[src/design/u8tr_pkg.sv]
`timescale 1ns / 1ps
// ----------------------------------------------------------------------------
// u8tr_pkg
// shared types, constants and helpers for the utf-8 transcoder
// ----------------------------------------------------------------------------
package u8tr_pkg;

  localparam int COUNT_BITS_DEFAULT = 16;
  localparam int QUEUE_DEPTH        = 4;
  localparam int QUEUE_AW           = $clog2(QUEUE_DEPTH);

  localparam logic [20:0] CP_MAX        = 21'h10FFFF;
  localparam logic [20:0] SURR_LO       = 21'h00D800;
  localparam logic [20:0] SURR_HI       = 21'h00DFFF;
  localparam logic [20:0] SUPP_BASE     = 21'h010000;
  localparam logic [15:0] HIGH_SURR_BASE = 16'hD800;
  localparam logic [15:0] LOW_SURR_BASE = 16'hDC00;

  // result kind codes
  typedef enum logic [1:0] {
    KIND_DATA    = 2'd0,
    KIND_END_OK  = 2'd1,
    KIND_END_BAD = 2'd2
  } kind_t;

  // one queue entry: the results caused by one input transaction
  typedef struct packed {
    logic [3:0][7:0] data;
    logic [2:0]      n_bytes;
    logic            has_status;
    kind_t           status_kind;
    logic [15:0]     units;
    logic [15:0]     points;
  } job_t;

  typedef struct packed {
    logic full;
    logic empty;
  } queue_status_t;

  // reported counts stop at 16 bits
  function automatic logic [15:0] clip16(input logic [31:0] v);
    logic [15:0] r;
    r = (v > 32'h0000_FFFF) ? 16'hFFFF : v[15:0];
    return r;
  endfunction

endpackage

[src/design/u8tr_front.sv]
`timescale 1ns / 1ps
// ----------------------------------------------------------------------------
// u8tr_front
// decodes one utf-8 byte per transaction and builds the result job
// ----------------------------------------------------------------------------
module u8tr_front
  import u8tr_pkg::*;
#(
  parameter int COUNT_BITS = COUNT_BITS_DEFAULT
) (
  input  logic       clk,
  input  logic       rst,
  input  logic       in_valid,
  output logic       in_ready,
  input  logic [7:0] in_byte,
  input  logic       end_of_text,
  input  logic       empty_text,
  input  logic       form_sel,
  input  logic       q_full,
  output logic       push,
  output job_t       job
);

  localparam int CW1 = COUNT_BITS + 1;
  localparam logic [COUNT_BITS-1:0] CNT_MAX = {COUNT_BITS{1'b1}};

  logic [20:0]           partial_value;
  logic [1:0]            bytes_pending;
  logic [2:0]            sequence_width;
  logic                  error_seen;
  logic [COUNT_BITS-1:0] unit_count;
  logic [COUNT_BITS-1:0] point_count;

  logic [20:0]           partial_value_next;
  logic [1:0]            bytes_pending_next;
  logic [2:0]            sequence_width_next;
  logic                  error_seen_next;
  logic [COUNT_BITS-1:0] unit_count_next;
  logic [COUNT_BITS-1:0] point_count_next;

  logic                  finish;
  logic                  ends;
  logic [20:0]           min_cp;
  logic [19:0]           offs;
  logic [15:0]           hi_unit;
  logic [15:0]           lo_unit;
  logic [CW1-1:0]        unit_sum;
  logic                  accept;

  assign in_ready = !q_full;
  assign accept   = in_valid && in_ready;
  assign ends     = empty_text || end_of_text;

  always_comb begin
    partial_value_next  = partial_value;
    bytes_pending_next  = bytes_pending;
    sequence_width_next = sequence_width;
    error_seen_next     = error_seen;
    unit_count_next     = unit_count;
    point_count_next    = point_count;
    finish              = 1'b0;
    min_cp              = 21'd0;
    offs                = 20'd0;
    hi_unit             = 16'd0;
    lo_unit             = 16'd0;
    unit_sum            = '0;
    job                 = '0;
    job.status_kind     = KIND_END_OK;

    // byte decode
    if (!empty_text && !error_seen) begin
      if (bytes_pending == 2'd0) begin
        if (in_byte[7] == 1'b0) begin
          partial_value_next  = {14'd0, in_byte[6:0]};
          sequence_width_next = 3'd1;
          finish              = 1'b1;
        end else if (in_byte[7:5] == 3'b110) begin
          partial_value_next  = {16'd0, in_byte[4:0]};
          sequence_width_next = 3'd2;
          bytes_pending_next  = 2'd1;
        end else if (in_byte[7:4] == 4'b1110) begin
          partial_value_next  = {17'd0, in_byte[3:0]};
          sequence_width_next = 3'd3;
          bytes_pending_next  = 2'd2;
        end else if (in_byte[7:3] == 5'b11110) begin
          partial_value_next  = {18'd0, in_byte[2:0]};
          sequence_width_next = 3'd4;
          bytes_pending_next  = 2'd3;
        end else begin
          error_seen_next = 1'b1;
        end
      end else begin
        if (in_byte[7:6] != 2'b10) begin
          error_seen_next = 1'b1;
        end else begin
          partial_value_next = {partial_value[14:0], in_byte[5:0]};
          bytes_pending_next = bytes_pending - 2'd1;
          finish             = (bytes_pending == 2'd1);
        end
      end
    end

    // code point complete: range checks and encoding
    if (finish) begin
      case (sequence_width_next)
        3'd2:    min_cp = 21'h000080;
        3'd3:    min_cp = 21'h000800;
        3'd4:    min_cp = SUPP_BASE;
        default: min_cp = 21'd0;
      endcase
      if (partial_value_next < min_cp || partial_value_next > CP_MAX ||
          (partial_value_next >= SURR_LO && partial_value_next <= SURR_HI)) begin
        error_seen_next = 1'b1;
      end else begin
        offs    = 20'(partial_value_next - SUPP_BASE);
        hi_unit = HIGH_SURR_BASE + {6'd0, offs[19:10]};
        lo_unit = LOW_SURR_BASE + {6'd0, offs[9:0]};
        if (form_sel) begin
          job.data    = {8'd0, 3'd0, partial_value_next[20:16],
                         partial_value_next[15:8], partial_value_next[7:0]};
          job.n_bytes = 3'd4;
        end else if (partial_value_next < SUPP_BASE) begin
          job.data    = {16'd0, partial_value_next[15:8], partial_value_next[7:0]};
          job.n_bytes = 3'd2;
        end else begin
          job.data    = {lo_unit[15:8], lo_unit[7:0], hi_unit[15:8], hi_unit[7:0]};
          job.n_bytes = 3'd4;
        end
        // saturating counts
        unit_sum = {1'b0, unit_count} +
                   ((partial_value_next >= SUPP_BASE) ? CW1'(2) : CW1'(1));
        unit_count_next = unit_sum[COUNT_BITS] ? CNT_MAX : unit_sum[COUNT_BITS-1:0];
        if (point_count != CNT_MAX) begin
          point_count_next = point_count + COUNT_BITS'(1);
        end
      end
    end

    // end of text: status and per-text clear
    if (ends) begin
      job.has_status = 1'b1;
      if (bytes_pending_next != 2'd0 || error_seen_next) begin
        job.status_kind = KIND_END_BAD;
      end else begin
        job.status_kind = KIND_END_OK;
        job.units       = clip16(32'(unit_count_next));
        job.points      = clip16(32'(point_count_next));
      end
      partial_value_next  = 21'd0;
      bytes_pending_next  = 2'd0;
      sequence_width_next = 3'd0;
      error_seen_next     = 1'b0;
      unit_count_next     = '0;
      point_count_next    = '0;
    end
  end

  assign push = accept && (job.has_status || job.n_bytes != 3'd0);

  always_ff @(posedge clk) begin
    if (rst) begin
      partial_value  <= 21'd0;
      bytes_pending  <= 2'd0;
      sequence_width <= 3'd0;
      error_seen     <= 1'b0;
      unit_count     <= '0;
      point_count    <= '0;
    end else if (accept) begin
      partial_value  <= partial_value_next;
      bytes_pending  <= bytes_pending_next;
      sequence_width <= sequence_width_next;
      error_seen     <= error_seen_next;
      unit_count     <= unit_count_next;
      point_count    <= point_count_next;
    end
  end

endmodule

[src/design/u8tr_queue.sv]
`timescale 1ns / 1ps
// ----------------------------------------------------------------------------
// u8tr_queue
// small job fifo between decoder and serialiser
// ----------------------------------------------------------------------------
module u8tr_queue
  import u8tr_pkg::*;
(
  input  logic          clk,
  input  logic          rst,
  input  logic          push,
  input  job_t          push_job,
  input  logic          pop,
  output job_t          head_job,
  output queue_status_t status
);

  job_t                mem [QUEUE_DEPTH];
  logic [QUEUE_AW-1:0] wr_ptr;
  logic [QUEUE_AW-1:0] rd_ptr;
  logic [QUEUE_AW:0]   fill;

  assign status.full  = (fill == (QUEUE_AW+1)'(QUEUE_DEPTH));
  assign status.empty = (fill == '0);
  assign head_job     = mem[rd_ptr];

  always_ff @(posedge clk) begin
    if (push) begin
      mem[wr_ptr] <= push_job;
    end
  end

  always_ff @(posedge clk) begin
    if (rst) begin
      wr_ptr <= '0;
      rd_ptr <= '0;
      fill   <= '0;
    end else begin
      if (push) begin
        wr_ptr <= wr_ptr + QUEUE_AW'(1);
      end
      if (pop) begin
        rd_ptr <= rd_ptr + QUEUE_AW'(1);
      end
      if (push && !pop) begin
        fill <= fill + (QUEUE_AW+1)'(1);
      end else if (pop && !push) begin
        fill <= fill - (QUEUE_AW+1)'(1);
      end
    end
  end

endmodule

[src/design/u8tr_back.sv]
`timescale 1ns / 1ps
// ----------------------------------------------------------------------------
// u8tr_back
// walks the head job one result per cycle into the output register while the consumer is ready
// ----------------------------------------------------------------------------
module u8tr_back
  import u8tr_pkg::*;
(
  input  logic          clk,
  input  logic          rst,
  input  job_t          head_job,
  input  queue_status_t q_status,
  output logic          pop,
  output logic          out_valid,
  input  logic          out_ready,
  output logic [7:0]    out_byte,
  output logic [1:0]    kind,
  output logic [15:0]   utf16_units,
  output logic [15:0]   code_points,
  output logic          last_of_run
);

  logic [2:0] idx;
  logic [2:0] total;
  logic       load;
  logic       take;
  logic       is_last;
  logic       is_data;

  assign load    = !out_valid || out_ready;
  assign take    = load && !q_status.empty;
  assign total   = head_job.n_bytes + {2'd0, head_job.has_status};
  assign is_last = (idx == total - 3'd1);
  assign is_data = (idx < head_job.n_bytes);
  assign pop     = take && is_last;

  always_ff @(posedge clk) begin
    if (rst) begin
      out_valid <= 1'b0;
      idx       <= 3'd0;
    end else if (load) begin
      out_valid <= !q_status.empty;
      if (take) begin
        idx <= is_last ? 3'd0 : idx + 3'd1;
      end
    end
  end

  always_ff @(posedge clk) begin
    if (take) begin
      last_of_run <= is_last;
      if (is_data) begin
        out_byte    <= head_job.data[idx[1:0]];
        kind        <= KIND_DATA;
        utf16_units <= 16'd0;
        code_points <= 16'd0;
      end else begin
        out_byte    <= 8'd0;
        kind        <= head_job.status_kind;
        utf16_units <= head_job.units;
        code_points <= head_job.points;
      end
    end
  end

endmodule

[src/design/utf8_to_utf16_utf32_transcoder.sv]
`timescale 1ns / 1ps
// ----------------------------------------------------------------------------
// utf8_to_utf16_utf32_transcoder
// utf-8 byte stream to utf-16le / utf-32le bytes with end-of-text status
// ----------------------------------------------------------------------------
//
// channel  direction  handshake              payload
// in       sink       in_valid / in_ready    in_byte, end_of_text, empty_text
// out      source     out_valid / out_ready  out_byte, kind, utf16_units,
//                                            code_points, last_of_run
// cfg      sink       cfg_valid / cfg_ready  output_form
//
// the decoder takes one input transaction per cycle while the job queue has
// room; each transaction leaves zero to five results in one queue entry
// the output side sends one result per cycle while out_ready is high, so the
// sustained rate is set by the output port, where ascii in utf-32 form gives
// four results per input byte; up to four jobs buffer a stalled consumer
// synchronous active-high reset clears decoder state, form register, queue and output valid
// ----------------------------------------------------------------------------
module utf8_to_utf16_utf32_transcoder
  import u8tr_pkg::*;
#(
  parameter int COUNT_BITS = COUNT_BITS_DEFAULT
) (
  input  logic        clk,
  input  logic        rst,
  // input bytes
  input  logic        in_valid,
  output logic        in_ready,
  input  logic [7:0]  in_byte,
  input  logic        end_of_text,
  input  logic        empty_text,
  // results
  output logic        out_valid,
  input  logic        out_ready,
  output logic [7:0]  out_byte,
  output logic [1:0]  kind,
  output logic [15:0] utf16_units,
  output logic [15:0] code_points,
  output logic        last_of_run,
  // register write
  input  logic        cfg_valid,
  output logic        cfg_ready,
  input  logic        output_form
);

  // output form register: 0 utf-16le, 1 utf-32le
  logic          form_sel;

  // queue hookup
  logic          q_push;
  logic          q_pop;
  job_t          q_in_job;
  job_t          q_head_job;
  queue_status_t q_status;

  // register port never stalls
  assign cfg_ready = 1'b1;

  always_ff @(posedge clk) begin
    if (rst) begin
      form_sel <= 1'b0;
    end else if (cfg_valid && cfg_ready) begin
      form_sel <= output_form;
    end
  end

  // decoder: validates bytes, keeps counts, builds one job per transaction
  u8tr_front #(
    .COUNT_BITS (COUNT_BITS)
  ) u_front (
    .clk         (clk),
    .rst         (rst),
    .in_valid    (in_valid),
    .in_ready    (in_ready),
    .in_byte     (in_byte),
    .end_of_text (end_of_text),
    .empty_text  (empty_text),
    .form_sel    (form_sel),
    .q_full      (q_status.full),
    .push        (q_push),
    .job         (q_in_job)
  );

  // decouples decoder from a stalled consumer
  u8tr_queue u_queue (
    .clk      (clk),
    .rst      (rst),
    .push     (q_push),
    .push_job (q_in_job),
    .pop      (q_pop),
    .head_job (q_head_job),
    .status   (q_status)
  );

  // serialiser: one result transaction per cycle from the head job while the consumer is ready
  u8tr_back u_back (
    .clk         (clk),
    .rst         (rst),
    .head_job    (q_head_job),
    .q_status    (q_status),
    .pop         (q_pop),
    .out_valid   (out_valid),
    .out_ready   (out_ready),
    .out_byte    (out_byte),
    .kind        (kind),
    .utf16_units (utf16_units),
    .code_points (code_points),
    .last_of_run (last_of_run)
  );

  // no job is written into a full queue
  assert property (@(posedge clk) disable iff (rst) !(q_push && q_status.full))
    else $error("job pushed into full queue");

  // no job is retired from an empty queue
  assert property (@(posedge clk) disable iff (rst) !(q_pop && q_status.empty))
    else $error("job popped from empty queue");

  // a status result always closes its run
  assert property (@(posedge clk) disable iff (rst)
    (out_valid && kind != KIND_DATA) |-> last_of_run)
    else $error("status result not marked last of run");

  // a stalled result stays put until the consumer takes it
  assert property (@(posedge clk) disable iff (rst)
    (out_valid && !out_ready) |=> (out_valid && $stable(out_byte) && $stable(kind) &&
      $stable(utf16_units) && $stable(code_points) && $stable(last_of_run)))
    else $error("stalled result changed before it was taken");

endmodule
[config.mk]
export PLATFORM = sky130hd
export DESIGN_NAME = utf8_to_utf16_utf32_transcoder
export DESIGN_NICKNAME = d
export VERILOG_FILES = /design/src/design/u8tr_pkg.sv /design/src/design/u8tr_front.sv /design/src/design/u8tr_queue.sv /design/src/design/u8tr_back.sv /design/src/design/utf8_to_utf16_utf32_transcoder.sv
export SDC_FILE = /design/constraint.sdc
export NUM_CORES = 1
export LEC_CHECK = 0
export BUFFER_PORTS_ARGS = -buffer_cell sky130_fd_sc_hd__buf_2
export CORE_ASPECT_RATIO = 0.5
export CORE_MARGIN = 1.5
export CORE_UTILIZATION = 53
export CTS_BUF_LIST = sky130_fd_sc_hd__clkbuf_8
export DETAILED_ROUTE_END_ITERATION = 10
export PLACE_DENSITY = 0.69
export SLEW_MARGIN = 20
export SYNTH_ARGS = -nofsm -noshare
export SYNTH_HDL_FRONTEND = slang
export SYNTH_HIERARCHICAL = 1
export SYNTH_SLANG_ARGS = --single-unit
export TNS_END_PERCENT = 20
[constraint.sdc]
create_clock -name clk -period 5.85 [get_ports clk]
set_clock_uncertainty 0.05 [all_clocks]
set_input_delay 0.2925 -clock clk [delete_from_list [all_inputs] [get_ports clk]]
set_output_delay 0.2925 -clock clk [all_outputs]
set_load 0.02 [all_outputs]
Word level (Yosys, flattened, before mapping):

Memories as Yosys holds them, arrays and structs flattened. A register that Yosys moved wholly into a read port is not among the register bits.
Cells that the tools add are included.
W data, S select, Z words.

* register bits after elaboration: 114
* RAM bits: 280
* input bits: 16
* output and inout bits: 46
* word-level logic and storage cells: 141
* memories kept: 1

* $add $sub $neg: 13
* order comparisons: 8
* eq/ne operators: 11
* muxes and demuxes: 64
* reduce and logical (&&, ||, !) cells: 27

Memories
* u_queue.mem: depth 4, bits a word 70, read ports 1, clocked after memory_dff 1, write ports 1, line u8tr_queue.sv:18 `job_t mem [QUEUE_DEPTH];`

Operators by type and width (number)
* $mux W21: 9
* $mux W35: 5
* $mux W16: 8
* $pmux W17 S3: 1
* $add A15 B11 Y16 const A: 2
* $mux W32: 1
* $mux W3: 10
* $mux W2: 12
* $ge A21 B16 Y1 const B: 1
* $ge A21 B17 Y1 const B: 1
* $gt A21 B21 Y1 const B: 1
* $le A21 B16 Y1 const B: 1
* $lt A21 B17 Y1 const B: 1
* $lt A21 B21 Y1: 1
* $sub A20 B17 Y20 const B: 1
* $add A16 B17 Y17: 1
* $add A16 B1 Y16 const B: 1
* $bmux W8 S2: 1
* $mux W1: 16
* $ne A16 B16 Y1 const B: 1
* $eq A3 B3 Y1 const B: 3
* $logic_and A1 B1 Y1: 8
* $mux W8: 1
* $logic_not A1 Y1: 7
* other kinds (19): 29

Longest topological paths before layout:

Gate-level depths: netlist of run 1.

* depth in word-level cells: 24
* depth in mapped cells: 25

Hierarchy:

The synthesis of run 1 kept the hierarchy.

By module, submodules not included
* u8tr_queue: instances 1, cells an instance 410, area each 10603.9 µm², seq. area each 8588.2 µm²
* u8tr_front: instances 1, cells an instance 696, area each 5044.8 µm², seq. area each 1181.1 µm²
* u8tr_back: instances 1, cells an instance 137, area each 2143.3 µm², seq. area each 1371.3 µm²
* utf8_to_utf16_utf32_transcoder: instances 1, cells an instance 5, area each 45.0 µm², seq. area each 20.0 µm²

Worst setup path after synthesis of run 1:

Ideal clock, no wire load.

* path kind: register to register
* from: reg u_front.bytes_pending[0]
* to: mem u_queue/mem[0][0] (netlist bit) (enable)
* setup time: 0.435 ns
* data arrival time: 5.021 ns
* data required time: 5.365 ns
* path slack: 0.343 ns
* stages on the path, launching flop included: 20
* path buffers: 3
* path through: dfxtp_1 > inv_1 > ha_1 > or3b_1 > clkbuf_1 > a21oi_1 > nor2_1 > a21oi_1 > nand2_1 > ha_1 > inv_1 > a41oi_1 > o41a_1 > nor4_4 > nor3_4 > nand2_2 > buf_2 > buf_2 > a21oi_1 > and2_1

* word-level cells in the longest chain between the ends: 16

RTL lines
* start: declaration: line u8tr_front.sv:28 `logic [1:0] bytes_pending;`
* start signal: assignment: line u8tr_front.sv:170 `bytes_pending <= bytes_pending_next;`
* $logic_not A2 Y1: line u8tr_front.sv:72 `if (bytes_pending == 2'd0) begin`
* $mux W3: line u8tr_front.sv:72
* $mux W3: line u8tr_front.sv:71 `if (!empty_text && !error_seen) begin`
* $eq A3 B3 Y1 / $eq A3 B2 Y1 (equally long branches): line u8tr_front.sv:105 `case (sequence_width_next)`
* $pmux W17 S3: line u8tr_front.sv:105
* $mux W21: line u8tr_front.sv:104 `if (finish) begin`
* $lt A21 B21 Y1: line u8tr_front.sv:111 `if (partial_value_next < min_cp || partial_value_next > CP_MAX ||`
* $logic_or A1 B1 Y1 (2 in series): line u8tr_front.sv:111
* $mux W35: line u8tr_front.sv:111
* $mux W35 *: line u8tr_front.sv:104
* $reduce_bool A3 Y1 *: line u8tr_front.sv:158 `assign push = accept && (job.has_status || job.n_bytes != 3'd0);`
* $logic_or A1 B1 Y1 *: line u8tr_front.sv:158
* $logic_and A1 B1 Y1 *: line u8tr_front.sv:158
* named net q_push: line utf8_to_utf16_utf32_transcoder.sv:51 `logic q_push;`
* $mux W1 *: line u8tr_queue.sv:28 `if (push) begin`
* $mux W1 (not written as such) *: line u8tr_queue.sv:29 `mem[wr_ptr] <= push_job;`
* end: declaration: line u8tr_queue.sv:18

The timed path passes the listed nets; every way through them passes the cells marked *. The select of a mux whose other input is x is not followed.

==> out/qor.yml, run 1 <==
power:
  peakVddDrop_v: 0.000233
  internal-power_mw: 5.39
  pwr_density_cell_nw_per_um2: 388
  p_clk_share_pct: 28.2
  power.share.sequential_pct: 48.1
  power.net_switching_mw: 2.26
  power.leakage_nw: 6.74
  power.share.combinational_pct: 23.8
  swShare_pct: 29.5
global_routing:
  grt_pass1_vias: 10900
  initial_antenna_violation_count: 0
  maximum_number_of_pins_on_one_net_before_global_route_repair: 46
  gr-total-overflow: 0
  global_route_wire_length_before_repair_um: 63400
  grt_util_all_layers_pct: 23.7
placement:
  sum_of_net_half_perimeters_after_detailed_placement_um: 27000
  worst_slack_placed_ns: 0.188
  port_buffers: 60
  place_congestion: 0.884
  dp.cells: 1704
floorplanning:
  die_ar_um2: 34800
  initial_utilization_pct: 53.9
  core_um2: 33100
  chipHeight_um: 133
  num_rows: 47
  die_width_um: 262
  top_level_ports: 62
sta:
  maxClockFrequency_mhz: 183
  layout_setup_ws_ns: 0.395
  drv_slew: 0
  final_period_minus_worst_setup_slack_ns: 5.46
  hold_viol: 0
  worst-slew-pin-transition_ns: 1.04
  rsz0062_at_grt: "no"
  final.setup.tns_ns: 0
  period_share_pct: 93.3
  final-setup-viol-count: 0
  max_slew_margin_pct: 30.3
clocking:
  number_of_setup_buffers_added_after_cts: 0
  clock_tree.htree_level_count: 2
  cts_tree: "built"
  clock_tree.root_cell: "clkbuf_8"
  clk-insertion-delay-late_ns: 0.63
  clk_pin_slew_ns: 0.08
  clockBufferDepth: 3
  numClockSinks: 396
  cts_made_buffers: 55
worst_setup_path:
  crit_type: "reg2reg"
  r2r_slack_ns: 0.39
  critical_path.max_fanout: 15
  crit_path_end_kind: "flop"
  crit_arrival_ns: 5.75
  crit_required_ns: 6.14
  timing.critical_path.from_type: "flop"
route:
  detailedRoute.firstIterationViolations: 1404
  via_count: 11100
  detail-route-antenna-nets: 0
  routed_wire_length_um: 41200
  drc: 0
  detailedRoute.firstPassIterationCount: 6
  route.detailed.vias_per_inst: 6.11
  routed_wire_length_per_instance_um: 22.8
cells_and_area:
  drive_gt1_share_pct: 22.2
  post_layout_nonfiller_instances: 1808
  area_growth_pct: 10.5
  fin_nets: 1360
synth:
  ys_types: 96
  yosysWarningCount: 6
  synthesized_cell_area_um2: 17800
  share_of_synthesized_area_occupied_by_flip_flops_and_latches_pct: 62.6
  post_syn_area_per_cell_um2: 14.3
  asyncSetResetFlopFracSynth_pct: 0
  synth_edf_count: 323
  synth-seq-cells: 396
  post_synthesis_cells: 1248
  synth-main-ff-cell: "edfxtp_1"
worst_hold_path:
  hold_path.class: "in2reg"
status:
  run_status: "finished, final reports clean"
job:
  maxCapViolations: 0
==> synthesized netlist by cell type (15+ instances only) <==
library cell	number	area share, %
edfxtp_1	323	54
nor2_1	101	2.1
mux4_2	78	9.8
dfxtp_1	73	8.2
a21oi_1	54	1.5
nand2_1	46	0.97
and2_1	45	1.6
inv_1	37	0.78
o21ai_0	33	0.93
clkbuf_1	30	0.63
buf_2	28	0.79
a211oi_1	25	1.1
a31oi_1	25	0.88
a22oi_1	22	0.93
and3_1	22	0.77
nor3_1	22	0.62
nand3_1	21	0.59
ha_1	19	1.3
nor2b_1	15	0.53
==> worst paths after layout <==
path                                 start               endpoint  depth (start not counted)
hold reg to reg      u_front/unit_count[0]  u_front/unit_count[0]                          2
hold / removal                  empty_text     u_front/error_seen                          4
setup / recovery  u_front/bytes_pending[1]     u_queue/mem[1][25]                         22
setup reg to reg  u_front/bytes_pending[1]     u_queue/mem[1][25]                         22
==> layout make-up <==
cell class,count,area [um^2]
fill,2551,13400
sequential,396,11200
multi-input combinational,730,6020
clock buffer,61,840
timing repair buffer,101,728
tap,441,552
clock inverter,39,262
inverter,39,148
antenna,1,2.50
==> stage by stage <==
stage	instance area, um^2	total power, mW	hold slack [ns]	util, %
after CTS	19700	7.73	0.0339	59.4
after global routing	19700	7.99	0.122	59.6
after detailed placement	18600	5.57	0.432	56.0
final	19700	7.64	0.0733	59.6
after floorplan	17800	5.09	0.305	-
after global placement	18600	5.52	0.419	56.0
==> power by group through the flow <==
| stage | Clock, mW | Sequential [mW] | Combinational (mW) |
|---|---|---|---|
| detailed placement | 0 | 3.74 | 1.83 |
| global placement | 0 | 3.72 | 1.79 |
| global route | 2.33 | 3.72 | 1.95 |
| finish | 2.15 | 3.68 | 1.82 |
| CTS | 2.21 | 3.69 | 1.84 |
| floorplan | 0 | 3.88 | 1.21 |
==> worst max-delay path, cell delays in order (launching register included) <==
cell      delay, ns
dfxtp_1        0.32
inv_1          0.10
ha_2           0.37
nand2_1        0.22
a21oi_2        0.37
or2_1          0.18
a22o_1         0.29
clkinv_2       0.18
nand4_4        0.17
inv_1          0.10
ha_1           0.22
fa_1           0.47
nand3_1        0.16
inv_1          0.08
and3_1         0.24
and3_1         0.27
and3_1         0.27
and3_1         0.28
nand3_1        0.27
buf_4          0.20
nand2_1        0.07
a21oi_1        0.18
a211oi_2       0.08
==> registers in the layout (all words and copies together), names as in the netlist, 3 cells and up, named ones only <==
signal	flops
u_front/partial_value	21
u_back/idx	3
u_front/sequence_width	3
u_back/code_points	16
u_queue/mem	280
u_front/point_count	16
u_back/out_byte	8
u_queue/fill	3
u_front/unit_count	16
u_back/utf16_units	16
==> placed cells by master, fill, tap and decap left out, types with 7 or more instances in the layout <==
cell / netlist / final
and2_1: 45 / 41
edfxtp_1: 323 / 323
nor2b_1: 15 / 15
a311oi_1: 10 / 9
buf_2: 28 / 60
nand2_1: 46 / 46
mux2i_1: 7 / 7
or3_1: 10 / 10
o22ai_1: 7 / 7
buf_4: 12 / 29
nand2b_1: 8 / 8
nand4_1: 14 / 14
a211oi_1: 25 / 23
buf_12: 7 / 9
xnor2_1: 9 / 9
a22oi_1: 22 / 22
clkbuf_8: 0 / 61
ha_1: 19 / 18
inv_1: 37 / 57
a21oi_1: 54 / 54
nor3_1: 22 / 21
nand3_1: 21 / 21
dfxtp_1: 73 / 71
and3_1: 22 / 22
o21ai_0: 33 / 32
clkinv_2: 1 / 9
a31oi_1: 25 / 25
a21o_1: 8 / 8
nor2_1: 101 / 99
mux4_2: 78 / 78
==> layer usage <==
layer  wire length, um  track usage (%)  share of wire, %
met5                 0                0                 0
met4               906             6.52               2.2
met3              2610             4.15               6.4
met2             18300             35.5                44
met1             19300             36.1                47
==> repair_timing <==
action                                  in CTS  in global routing
hold endpoints to repair                     2                  0
hold buffers                                 3                  0
endpoints found under the setup margin       0                 51
resized for setup                            0                  8
==> cell families (layout without fill, tap and decap cells) <==
family	Yosys count	after routing	synth area share, %
muxes	86	86	10.3
and+or+nand+nor	359	359	11.2
xor gates and xnor gates	18	18	1.12
AOI/OAI and AO/OA	243	243	9.27
other	2	4	0.0421
DFF	396	396	62.6
adders and majority gates	21	21	1.56
buffers and inverters	123	240	3.94
Note: power is estimated with default switching activity, not from simulation.
==> run 2: changes to the inputs <==
--- a/config.mk
+++ b/config.mk
@@ -5,8 +5,8 @@
 export SDC_FILE = /design/constraint.sdc
 export NUM_CORES = 1
 export LEC_CHECK = 0
+export ABC_CLOCK_PERIOD_IN_PS = 5850
 export BUFFER_PORTS_ARGS = -buffer_cell sky130_fd_sc_hd__buf_2
-export CORE_ASPECT_RATIO = 0.5
 export CORE_MARGIN = 1.5
 export CORE_UTILIZATION = 53
 export CTS_BUF_LIST = sky130_fd_sc_hd__clkbuf_8
==> run 2 against run 1 <==
Effect of this change: power increased by 0.49%; hold slack got worse by 0.0035 ns; utilization increased by 0.55 points; final cell count increased by 0.66%; clock power increased by 4%; critical path depth decreased by 3; combinational power decreased by 4%; die area decreased by 0.19%; sequential power about the same; count of clock-buffer cells in the layout increased by 10; largest cell class unchanged.
==> out/qor.yml, run 2 (synthesis results as in run 1) <==
status:
  run_status: "finished, final reports clean"
clocking:
  clk-insertion-delay-late_ns: 0.61  # -0.02 ns
  clk_pin_slew_ns: 0.06  # -0.02 ns
  cts_made_buffers: 67  # +22%
  clockBufferDepth: 3  # unchanged
  clock_tree.htree_level_count: 3  # +1
  clock_tree.root_cell: "clkbuf_8"
  cts_tree: "built"
  number_of_setup_buffers_added_after_cts: 0  # unchanged
  numClockSinks: 396  # unchanged
floorplanning:
  top_level_ports: 62  # unchanged
  die_ar_um2: 34800  # -0.19%
  core_um2: 32900  # -0.73%
  die_width_um: 186  # -29%
  num_rows: 66  # +40%
  initial_utilization_pct: 54.3  # +0.40 points
  chipHeight_um: 186  # +40%
placement:
  sum_of_net_half_perimeters_after_detailed_placement_um: 25300  # -6.1%
  placedInstanceArea_um2: 18500  # -0.22%
  port_buffers: 60  # unchanged
  worst_slack_placed_ns: 0.167  # -0.0219 ns
  place_congestion: 0.924  # +4.6%
worst_setup_path:
  crit_path_end_kind: "flop"
  crit_arrival_ns: 5.74  # about the same
  crit_required_ns: 6.17  # +0.03 ns
  timing.critical_path.from_type: "flop"
  worstReg2RegEnd: "u_queue/mem[1][19]"
  r2r_slack_ns: 0.43  # +0.03 ns
  ff2ff_path_depth: 19  # -14%
  crit_type: "reg2reg"
  critical_path.max_fanout: 13  # -2
  rr_startpoint: "u_front/error_seen"
sta:
  hold_viol: 0  # unchanged
  final-setup-viol-count: 0  # unchanged
  worst-slew-pin-transition_ns: 0.933  # -0.108 ns
  final.setup.tns_ns: 0  # unchanged
  rsz0062_at_grt: "no"
  max_slew_margin_pct: 37.5  # +7.2 points
  final_period_minus_worst_setup_slack_ns: 5.42  # -0.0347 ns
  maxClockFrequency_mhz: 184  # +0.64%
  layout_setup_ws_ns: 0.429  # +0.0347 ns
  drv_slew: 0  # unchanged
  period_share_pct: 92.7  # -0.59 points
job:
  maxCapViolations: 0  # unchanged
power:
  power_mw: 7.68  # +0.49%
  peakVddDrop_v: 0.000314  # +35%
  pwr_density_cell_nw_per_um2: 389  # +0.30%
  power.leakage_nw: 6.78  # +0.59%
worst_hold_path:
  hold_end: "u_front/error_seen"
  min_path_cells: 4  # unchanged
  holdCritStartpoint: "empty_text"
  hold_path.class: "in2reg"
cells_and_area:
  largest_register_ffs: 280  # unchanged
  fin_nets: 1368  # +0.59%
  num-fill-cells: 2591  # +1.6%
  layout.cells.most_common: "edfxtp_1"
  multi_input_area_um2: 6020  # -0.10%
  antenna-diode-count: 0  # -1
  drive_gt1_share_pct: 22.4  # +0.17 points
  largest_registers: "u_queue/mem x280, u_front/partial_value x21"
  layout.cell_area.non_filler_um2: 19800  # +0.19%
  area_growth_pct: 10.8
  register_with_the_most_flip_flops: "u_queue/mem"
  area.sequential_um2: 11200  # unchanged
  final_cell_mix: "edfxtp_1 (323), nor2_1 (100), mux4_2 (78)"
global_routing:
  grt_util_all_layers_pct: 23.1  # -0.69 points
  maximum_number_of_pins_on_one_net_before_global_route_repair: 71  # +54%
  initial_antenna_violation_count: 0  # unchanged
  global_route_wire_length_before_repair_um: 62100  # -2.1%
  gr-total-overflow: 0  # unchanged
  grt_pass1_vias: 10900  # -0.32%
route:
  detailedRoute.firstIterationViolations: 990  # -29%
  detailedRoute.firstPassIterationCount: 5  # -1
  routed_wire_length_per_instance_um: 21.9  # -3.8%
  drc: 0  # unchanged
  detail-route-antenna-nets: 0  # unchanged
  route.detailed.vias_per_inst: 6.07  # -0.66%
  routed_wire_length_um: 39900  # -3.2%
  via_count: 11100  # unchanged
-- run 2: worst max-delay path: stages, from the launching register on --
cell,delay (ns)
dfxtp_1,0.39
nor2_2,0.42
o21ai_1,0.33
or2_1,0.32
a22o_1,0.32
clkinv_2,0.13
nand4_4,0.16
inv_1,0.15
ha_1,0.20
fa_1,0.30
nand3_1,0.15
inv_1,0.11
and3_1,0.24
and3_1,0.29
and3_1,0.33
and3_1,0.33
nand3_2,0.25
o21ai_0,0.19
a21oi_1,0.10
a211oi_1,0.39
-- run 2: what timing repair did --
item,CTS,global route
endpoints found under the hold margin,2,0
hold buffers,3,0
gates resized for setup,0,7
setup endpoints to repair,0,56
-- run 2: worst max-delay path by stage --
stage	from	to	slack [ns]	cells after the start
2_1_floorplan	u_front/bytes_pending[0]	u_queue/mem[0][0]	0.34	19
3_3_place_gp	u_front/bytes_pending[0]	u_queue/mem[2][18]	0.40	20
3_5_place_dp	u_front/bytes_pending[0]	u_queue/mem[0][21]	0.17	20
4_1_cts	u_front/bytes_pending[0]	u_queue/mem[2][21]	0.18	20
5_1_grt	u_front/error_seen	u_queue/mem[1][19]	0.002	19
6_report	u_front/error_seen	u_queue/mem[1][19]	0.43	19
-- run 2: metal layers --
metal  GRT usage (%)  wire, um
met1            33.7     18000
met2            35.4     18400
met3            4.04      2700
met4            7.72       787
met5               0         0
-- run 2: power breakdown --
group	internal, mW	total (mW)	switching (mW)
registers	3.51	3.70	0.192
logic	0.742	1.75	1.01
clock network	1.16	2.23	1.07
total	5.41	7.68	2.27
-- run 2: area by class of cell --
cell class / count / area share, %
clock inverters: 45 / 1.07
multi-input cells: 730 / 30.4
inverters: 39 / 0.747
flip-flops and latches: 396 / 56.5
repair buffers: 97 / 3.47
clock buffers: 71 / 4.95
well taps: 442 / 2.80
-- run 2: metrics by stage --
stage                     hold WS [ns]  cells  utilization (%)
after floorplan                  0.305   1249                -
after global placement           0.425   1701             56.3
after detailed placement         0.428   1701             56.3
after global routing             0.114   1820             60.1
final                           0.0698   1820             60.1
after CTS                       0.0573   1820             60.0
